### src/rtl/p1305_pkg.sv
package p1305_pkg;

    localparam int unsigned LIMB_W = 26;
    localparam int unsigned NLIMB = 5;
    localparam int unsigned ACC_W = 64;

    localparam logic [63:0] CLAMP_LOW = 64'h0ffffffc0fffffff;
    localparam logic [63:0] CLAMP_HIGH = 64'h0ffffffc0ffffffc;

    localparam logic [1:0] REG_R_LOW = 2'd0;
    localparam logic [1:0] REG_R_HIGH = 2'd1;
    localparam logic [1:0] REG_S_LOW = 2'd2;
    localparam logic [1:0] REG_S_HIGH = 2'd3;

    typedef logic [LIMB_W-1:0] t_limb;

    // Commands from the controller to the datapath.
    typedef struct packed {
        logic load;      // capture the padded block into h + block
        logic skip;      // zero-byte last item: keep h as it is
        logic mul_row;   // accumulate one product row
        logic settle;    // one carry pass over the product columns
        logic finish;    // full reduction, add s, register the tag
        logic clear;     // clear the accumulator
    } t_cmd;

    // Status from the datapath.
    typedef struct packed {
        logic row_last;  // the current row is the fifth one
        logic pass_last; // the current carry pass is the third one
    } t_stat;

endpackage

### src/rtl/p1305_ctrl.sv
module p1305_ctrl (
    input  logic             i_clk,
    input  logic             i_rst_n,
    input  logic             i_valid,
    output logic             o_stall,
    input  logic             i_last,
    input  logic [4:0]       i_byte_count,
    output logic             o_valid,
    input  logic             i_stall,
    input  p1305_pkg::t_stat i_stat,
    output p1305_pkg::t_cmd  o_cmd
);

    typedef enum logic [2:0] {
        S_IDLE,
        S_MUL,
        S_SETTLE,
        S_FINISH,
        S_OUT
    } t_state;

    t_state r_state, n_state;
    logic   r_last, n_last;
    logic   r_valid, n_valid;
    logic   w_acc;

    assign w_acc = i_valid && !o_stall;
    assign o_stall = (r_state != S_IDLE);
    assign o_valid = r_valid;

    // Command decode from the state and the input handshake.
    always_comb begin
        o_cmd = '0;
        o_cmd.load = w_acc;
        o_cmd.skip = w_acc && i_last && (i_byte_count == 5'd0);
        o_cmd.mul_row = (r_state == S_MUL);
        o_cmd.settle = (r_state == S_SETTLE);
        o_cmd.finish = (r_state == S_FINISH);
        o_cmd.clear = (r_state == S_FINISH);
    end

    // Next state.
    always_comb begin
        n_state = r_state;
        n_last = r_last;
        n_valid = r_valid;
        case (r_state)
            S_IDLE: begin
                if (w_acc) begin
                    n_last = i_last;
                    if (i_last && i_byte_count == 5'd0) begin
                        n_state = S_FINISH;
                    end else begin
                        n_state = S_MUL;
                    end
                end
            end
            S_MUL: begin
                if (i_stat.row_last) begin
                    n_state = S_SETTLE;
                end
            end
            S_SETTLE: begin
                if (i_stat.pass_last) begin
                    n_state = r_last ? S_FINISH : S_IDLE;
                end
            end
            S_FINISH: begin
                n_valid = 1'b1;
                n_state = S_OUT;
            end
            S_OUT: begin
                if (!i_stall) begin
                    n_valid = 1'b0;
                    n_state = S_IDLE;
                end
            end
            default: n_state = S_IDLE;
        endcase
    end

    // State and registered outputs.
    always_ff @(posedge i_clk) begin
        if (!i_rst_n) begin
            r_state <= S_IDLE;
            r_last <= 1'b0;
            r_valid <= 1'b0;
        end else begin
            r_state <= n_state;
            r_last <= n_last;
            r_valid <= n_valid;
        end
    end

`ifndef SYNTHESIS
    a_out_hold: assert property (@(posedge i_clk) disable iff (!i_rst_n)
        r_valid && i_stall |=> r_valid)
        else $error("result dropped while stalled");
    a_busy_out: assert property (@(posedge i_clk) disable iff (!i_rst_n)
        r_valid |-> o_stall)
        else $error("input taken while a result waits");
    a_finish_out: assert property (@(posedge i_clk) disable iff (!i_rst_n)
        o_cmd.finish |=> r_valid)
        else $error("finish did not raise the result");
`endif

endmodule

### config.mk
export PLATFORM = sky130hd
export DESIGN_NAME = p1305_ctrl
export DESIGN_NICKNAME = d
export VERILOG_FILES = /design/src/rtl/p1305_pkg.sv /design/src/rtl/p1305_ctrl.sv
export SDC_FILE = /design/constraint.sdc
export NUM_CORES = 1
export LEC_CHECK = 0
export CORE_AREA = 2 2 39 41
export CTS_CLUSTER_SIZE = 12
export DETAILED_ROUTE_END_ITERATION = 8
export DIE_AREA = 0 0 41 43
export DONT_BUFFER_PORTS = 1
export PLACE_DENSITY = 0.4
export SYNTH_ARGS = -nofsm -noshare
export SYNTH_HDL_FRONTEND = slang
export SYNTH_SLANG_ARGS = --single-unit
### constraint.sdc
create_clock -name i_clk -period 1.35 [get_ports i_clk]
set_clock_uncertainty 0.05 [all_clocks]
set_input_delay 0.0675 -clock i_clk [delete_from_list [all_inputs] [get_ports i_clk]]
set_output_delay 0.0675 -clock i_clk [all_outputs]
set_load 0.1 [all_outputs]
==> impl_metrics.py, run 1 <==
metrics = {
    "status": {
        "outcome": "complete, but fails checks",
        "violations": "setup timing",
    },
    "timing": {
        "finalCritPeriodShare": 1.05,
        "fin_hold_ws_ns": 0.0516,
        "fmax_mhz": 702,
        "post-route-min-period_ns": 1.42,
        "rsz0062_at_grt": "yes",
        "finalHoldViolations": 0,
        "setup_viol": 5,
        "worst_pin_slew_ns": 0.316,
        "max-slew-margin-rel": 0.786,
        "finalMaxSlewViolations": 0,
        "worst_slack_ns": -0.0736,
    },
    "die": {
        "core_um2": 1380,
        "fp.dieW_um": 41,
        "rows": 14,
        "ioPinCount": 20,
        "die_y_um": 43,
        "initial_core_util": 0.270,
        "die_area_um2": 1760,
    },
    "finish": {
        "syn2layout_area_growth_pct": 76.3,
        "fin_cells": 77,
        "fillers": 140,
        "seqCellArea_um2": 110,
        "final_area_um2": 659,
        "multiInputGateArea_um2": 274,
        "antenna_cells": 0,
        "drive_gt1_frac": 0.525,
        "layout_common_cells": "8 x buf_4, 6 x buf_12, 4 x nor2_1",
        "layout_commonest_cell": "buf_4",
        "nets": 74,
        "finalCoreUtilization": 0.476,
    },
    "cts": {
        "htreeDepth": 1,
        "cts_root_buf": "clkbuf_4",
        "clk_path_buf_depth": 2,
        "clkSinkCount": 5,
        "cts_tree": "yes",
        "clkTransAtPathRegs_ns": 0.04,
        "clock_latency_ns": 0.24,
        "numCtsBuffers": 3,
    },
    "critical_path": {
        "arrival_ns": 1.31,
        "critPathMaxStageDelay_ns": 0.38,
        "critPathCaptureType": "output port",
        "cp_max_fo": 6,
        "crit_path_top_delay_cell": "or3_4",
        "crit_required_ns": 1.23,
        "r2r_slack_ns": 0.09,
        "crit_type": "reg2out",
        "setup.worst_path.start_class": "flip-flop",
        "worstPathCellList": "buf_4 > or3_4 > buf_12",
    },
    "drt": {
        "vias_per_cell": 4.94,
        "ant_nets": 0,
        "dr.pass1.iters": 2,
        "vias": 380,
        "wl_per_cell_um": 12.2,
        "route.detailed.drc": 0,
        "drtIter0Drc": 1,
        "drt_wl_total_um": 943,
    },
    "synthesis": {
        "yosys-top-cells-area": "dfxtp_1 27%, nor4b_4 6.4%, buf_6 6.0%",
        "synth_cells": 43,
        "syn_nets": 55,
        "ys_seq_area_frac": 0.268,
        "ys_ff_latch": 5,
        "ys_warn_count": 0,
        "netlist_area_um2": 374,
        "yosysTopAreaCell": "dfxtp_1",
        "yosysUniqueCellTypes": 24,
        "synth_top_area_frac": 0.268,
        "syn_avg_cell_area_um2": 8.70,
    },
    "global_route": {
        "track_usage": 0.138,
        "grt_pass1_wl_mm": 1.62,
        "grt_pass1_vias": 412,
        "grt_max_degree": 8,
        "antenna_found_initial": 0,
        "overflow": 0,
    },
    "place": {
        "port_buffers": 0,
        "placed_area_um2": 522,
        "dpl.hpwl_um": 759,
        "gp_congestion": 0.806,
        "dp.cells": 66,
    },
    "power_and_ir_drop": {
        "power_density_nw_per_um2": 899,
        "ir_drop_mv": 0.479,
        "p_total_w": 0.000593,
        "power.leakage_nw": 0.266,
    },
    "hold_path": {
        "hold_class": "in2reg",
    },
    "job": {
        "cap_viol_max_count": 0,
    },
}
cells in the mapped netlist:
cell type and n:
nor4_1 1, or3b_1 1, buf_4 2, dfxtp_1 5
nor4bb_1 1, nor2b_1 3, and3_1 1, nor3b_2 1
o21a_1 1, a211o_1 1, o21ai_1 1, a21oi_1 2
or3_1 1, nand2b_1 2, inv_1 2, o21ai_0 1
nor2_1 6, nor4b_4 1, mux2i_1 2, a211oi_1 1
nand3b_1 1, a221oi_1 2, and2_1 2, buf_6 2
logic make-up (layout without fill, tap and decap cells):
| logic type | count (synthesis) | count (layout) | synth area share |
|---|---|---|---|
| flip-flops | 5 | 5 | 0.268 |
| multiplexers | 2 | 2 | 0.0535 |
| AND/OR/NAND/NOR | 21 | 21 | 0.395 |
| AO/OA/AOI/OAI | 9 | 9 | 0.164 |
| buffers and inverters | 6 | 24 | 0.120 |
registers in the layout, summed over array words and instances, names as in the netlist:
| name | cells |
|---|---|
| r_state | 3 |
| o_valid | 1 |
| r_last | 1 |
through the flow:
step	setup slack, ns	TNS, ns
2_1_floorplan	-0.303	-0.551
3_3_place_gp	0.104	0
3_5_place_dp	0.0984	0
4_1_cts	-0.0741	-0.269
5_1_grt	-0.149	-0.525
6_report	-0.0736	-0.165
power by group:
group,leakage [nW],internal [W],total [W],switching (W)
Combinational,0.208,0.000108,0.000261,0.000152
Sequential,0.0432,0.000156,0.000166,0.0000103
Clock,0.0150,0.000111,0.000166,0.0000549
Total,0.266,0.000375,0.000593,0.000218
final cells by class:
type,count,area share
clock buffers,4,0.0398
inverters,2,0.0114
multi-input cells,32,0.416
flip-flops and latches,5,0.167
well taps,16,0.0304
repair buffers,18,0.336
path summary, 6_finish.rpt:
path                            from                       to  depth (start not counted)
min                           i_last  r_state[1]$_SDFFE_PN0P_                          2
min reg2reg      r_last$_SDFFE_PN0P_      r_last$_SDFFE_PN0P_                          2
max reg2reg  r_state[1]$_SDFFE_PN0P_     o_valid$_SDFFE_PN0P_                          4
max          r_state[2]$_SDFFE_PN0P_                  o_stall                          3
timing repair:
item / in CTS / in global routing
hold endpoints to repair: 4 / 0
hold buffers: 3 / 0
pin swaps: 4 / 2
setup endpoints to repair: 7 / 8
buffers inserted: 3 / 1
resized for setup: 10 / 6
layer usage:
layer  share of wire  routed length [um]  vias up  track usage
met5               0                   0        -            0
met4           0.012                  11        0        0.120
met3           0.051                  48        2       0.0209
met2            0.58                 545       15        0.225
met1            0.36                 337      177        0.139
li1                -                   -      186            -
critical path, delay by kind of cell (launching register included):
kind          cells  cell delay (ns)
simple gates      1             0.38
buf+inv           2             0.34
flops             1             0.34
Note: power is estimated with default switching activity, not from simulation.
==> run 2: changes to the inputs <==
- BUFFER_PORTS_ARGS: not set -> -buffer_cell sky130_fd_sc_hd__buf_2
- DONT_BUFFER_PORTS: 1 -> not set
- PLACE_DENSITY: 0.4 -> 0.52
- REMOVE_ABC_BUFFERS: not set -> 1
==> impl_metrics.py, run 2 (same netlist as run 1, synthesis figures left out) <==
metrics = {
    "cts": {
        "clock_latency_ns": 0.23,
        "clkTransAtPathRegs_ns": 0.04,
        "cts_hold_buf": 0,
        "cts_tree": "yes",
        "cts_root_buf": "clkbuf_4",
        "htreeDepth": 1,
        "clkSinkCount": 5,
        "numCtsBuffers": 3,
        "clk_path_buf_depth": 2,
    },
    "critical_path": {
        "crit_type": "reg2out",
        "crit_path_top_delay_cell": "dfxtp_4",
        "critPathMaxStageDelay_ns": 0.36,
        "reg2reg_depth": 5,
        "worstPathCellList": "nor4b_4 > inv_1 > nor2_2 > buf_12",
        "cp_max_fo": 6,
        "crit_required_ns": 1.23,
        "critPathCaptureType": "output port",
        "arrival_ns": 1.28,
        "setup.worst_path.start_class": "flip-flop",
    },
    "drt": {
        "drt_wl_total_um": 905,
        "drtIter0Drc": 2,
        "wl_per_cell_um": 10.3,
        "vias": 399,
        "ant_nets": 0,
        "vias_per_cell": 4.53,
        "route.detailed.drc": 0,
        "dr.pass1.iters": 4,
    },
    "timing": {
        "worst_slack_ns": -0.0487,
        "worst_pin_slew_ns": 0.488,
        "finalMaxSlewViolations": 0,
        "finalHoldViolations": 0,
        "max-slew-margin-rel": 0.677,
        "fmax_mhz": 715,
        "setup_viol": 3,
        "rsz0062_at_grt": "yes",
        "post-route-min-period_ns": 1.40,
        "finalCritPeriodShare": 1.04,
    },
    "finish": {
        "drive_gt1_frac": 0.569,
        "nets": 85,
        "antenna_cells": 0,
        "fin_cells": 88,
        "layout_common_cells": "12 x buf_2, 10 x buf_4, 7 x buf_12",
        "fillers": 128,
        "regMostFlops": "r_state",
        "multiInputGateArea_um2": 248,
        "syn2layout_area_growth_pct": 83.9,
        "layout_commonest_cell": "buf_2",
        "seqCellArea_um2": 111,
        "largest_reg_flops": 3,
    },
    "die": {
        "die_area_um2": 1760,
        "ioPinCount": 20,
        "die_y_um": 43,
        "core_um2": 1380,
        "rows": 14,
        "fp.dieW_um": 41,
        "initial_core_util": 0.270,
    },
    "hold_path": {
        "whs_path_depth": 2,
        "hold_class": "in2reg",
    },
    "status": {
        "violations": "setup timing",
        "outcome": "complete, but fails checks",
    },
    "job": {
        "cap_viol_max_count": 0,
    },
    "place": {
        "gp_congestion": 0.772,
        "port_buffers": 19,
        "pre_cts_ws_ns": 0.0184,
        "dpl.hpwl_um": 707,
        "dp.cells": 80,
    },
    "global_route": {
        "overflow": 0,
        "track_usage": 0.119,
        "grt_pass1_wl_mm": 1.42,
        "grt_pass1_vias": 372,
        "grt_max_degree": 10,
        "antenna_found_initial": 0,
    },
    "power_and_ir_drop": {
        "ir_drop_mv": 0.443,
        "power.leakage_nw": 0.311,
        "power_density_nw_per_um2": 877,
    },
}
==> run 2: cell count changes in the layout (fill, tap and decap cells not counted), sizes merged <==
| cell | previous run | this run |
|---|---|---|
| buf | 15 | 29 |
| dlygate4sd3 | 3 | 0 |
==> run 2: final timing paths <==
kind / to / start / slack (ns)
worst max-delay path: o_cmd[4] / r_state[1]$_SDFFE_PN0P_ / -0.05
worst min-delay path: r_state[2]$_SDFFE_PN0P_ / i_rst_n / 0.03
worst max register to register: r_last$_SDFFE_PN0P_ / r_state[1]$_SDFFE_PN0P_ / 0.06
worst min register to register: r_last$_SDFFE_PN0P_ / r_last$_SDFFE_PN0P_ / 0.45
==> run 2: layout make-up <==
| cell class | instances | area share |
|---|---|---|
| inverter | 2 | 0.0109 |
| sequential | 5 | 0.162 |
| clock buffer | 4 | 0.0382 |
| multi-input combinational | 32 | 0.360 |
| timing repair buffer | 29 | 0.400 |
| tap | 16 | 0.0291 |
==> run 2: repair_timing <==
item / CTS / global route
resized for setup: 8 / 4
endpoints found under the setup margin: 7 / 7
pin swaps: 2 / 1
buffers inserted: 3 / 1
==> run 2: report_power, final <==
part           total [W]  switching, W  leakage [nW]  internal (W)
Clock           0.000164     0.0000531        0.0150      0.000111
Sequential      0.000165     0.0000112        0.0430      0.000154
Combinational   0.000275      0.000154         0.253      0.000121
Total           0.000604      0.000218         0.311      0.000386
==> run 2: worst max-delay path, delay by kind of cell, from the launching register on <==
| kind | cells | cell delay, ns |
|---|---|---|
| AND/OR/NAND/NOR | 2 | 0.42 |
| buffers and inverters | 2 | 0.27 |
| flip-flops | 1 | 0.36 |
==> run 2: routing by layer <==
| layer | vias up | track usage | wire length (um) |
|---|---|---|---|
| met4 | 0 | 0.100 | 0 |
| met1 | 181 | 0.141 | 372 |
| met2 | 7 | 0.188 | 500 |
| met5 | - | 0 | 0 |
| met3 | 0 | 0 | 32 |
| li1 | 211 | - | - |
==> run 2: through the flow <==
stage          TNS, ns  area [um2]  utilization  total power (W)  hold slack [ns]
4_1_cts         -0.130         667        0.482         0.000612           0.0212
5_1_grt         -0.312         688        0.497         0.000637           0.0313
3_3_place_gp         0         602        0.435         0.000425            0.280
2_1_floorplan    -7.27         337            -         0.000320            0.135
3_5_place_dp         0         602        0.435         0.000425            0.270
6_report       -0.0991         688        0.497         0.000604           0.0310
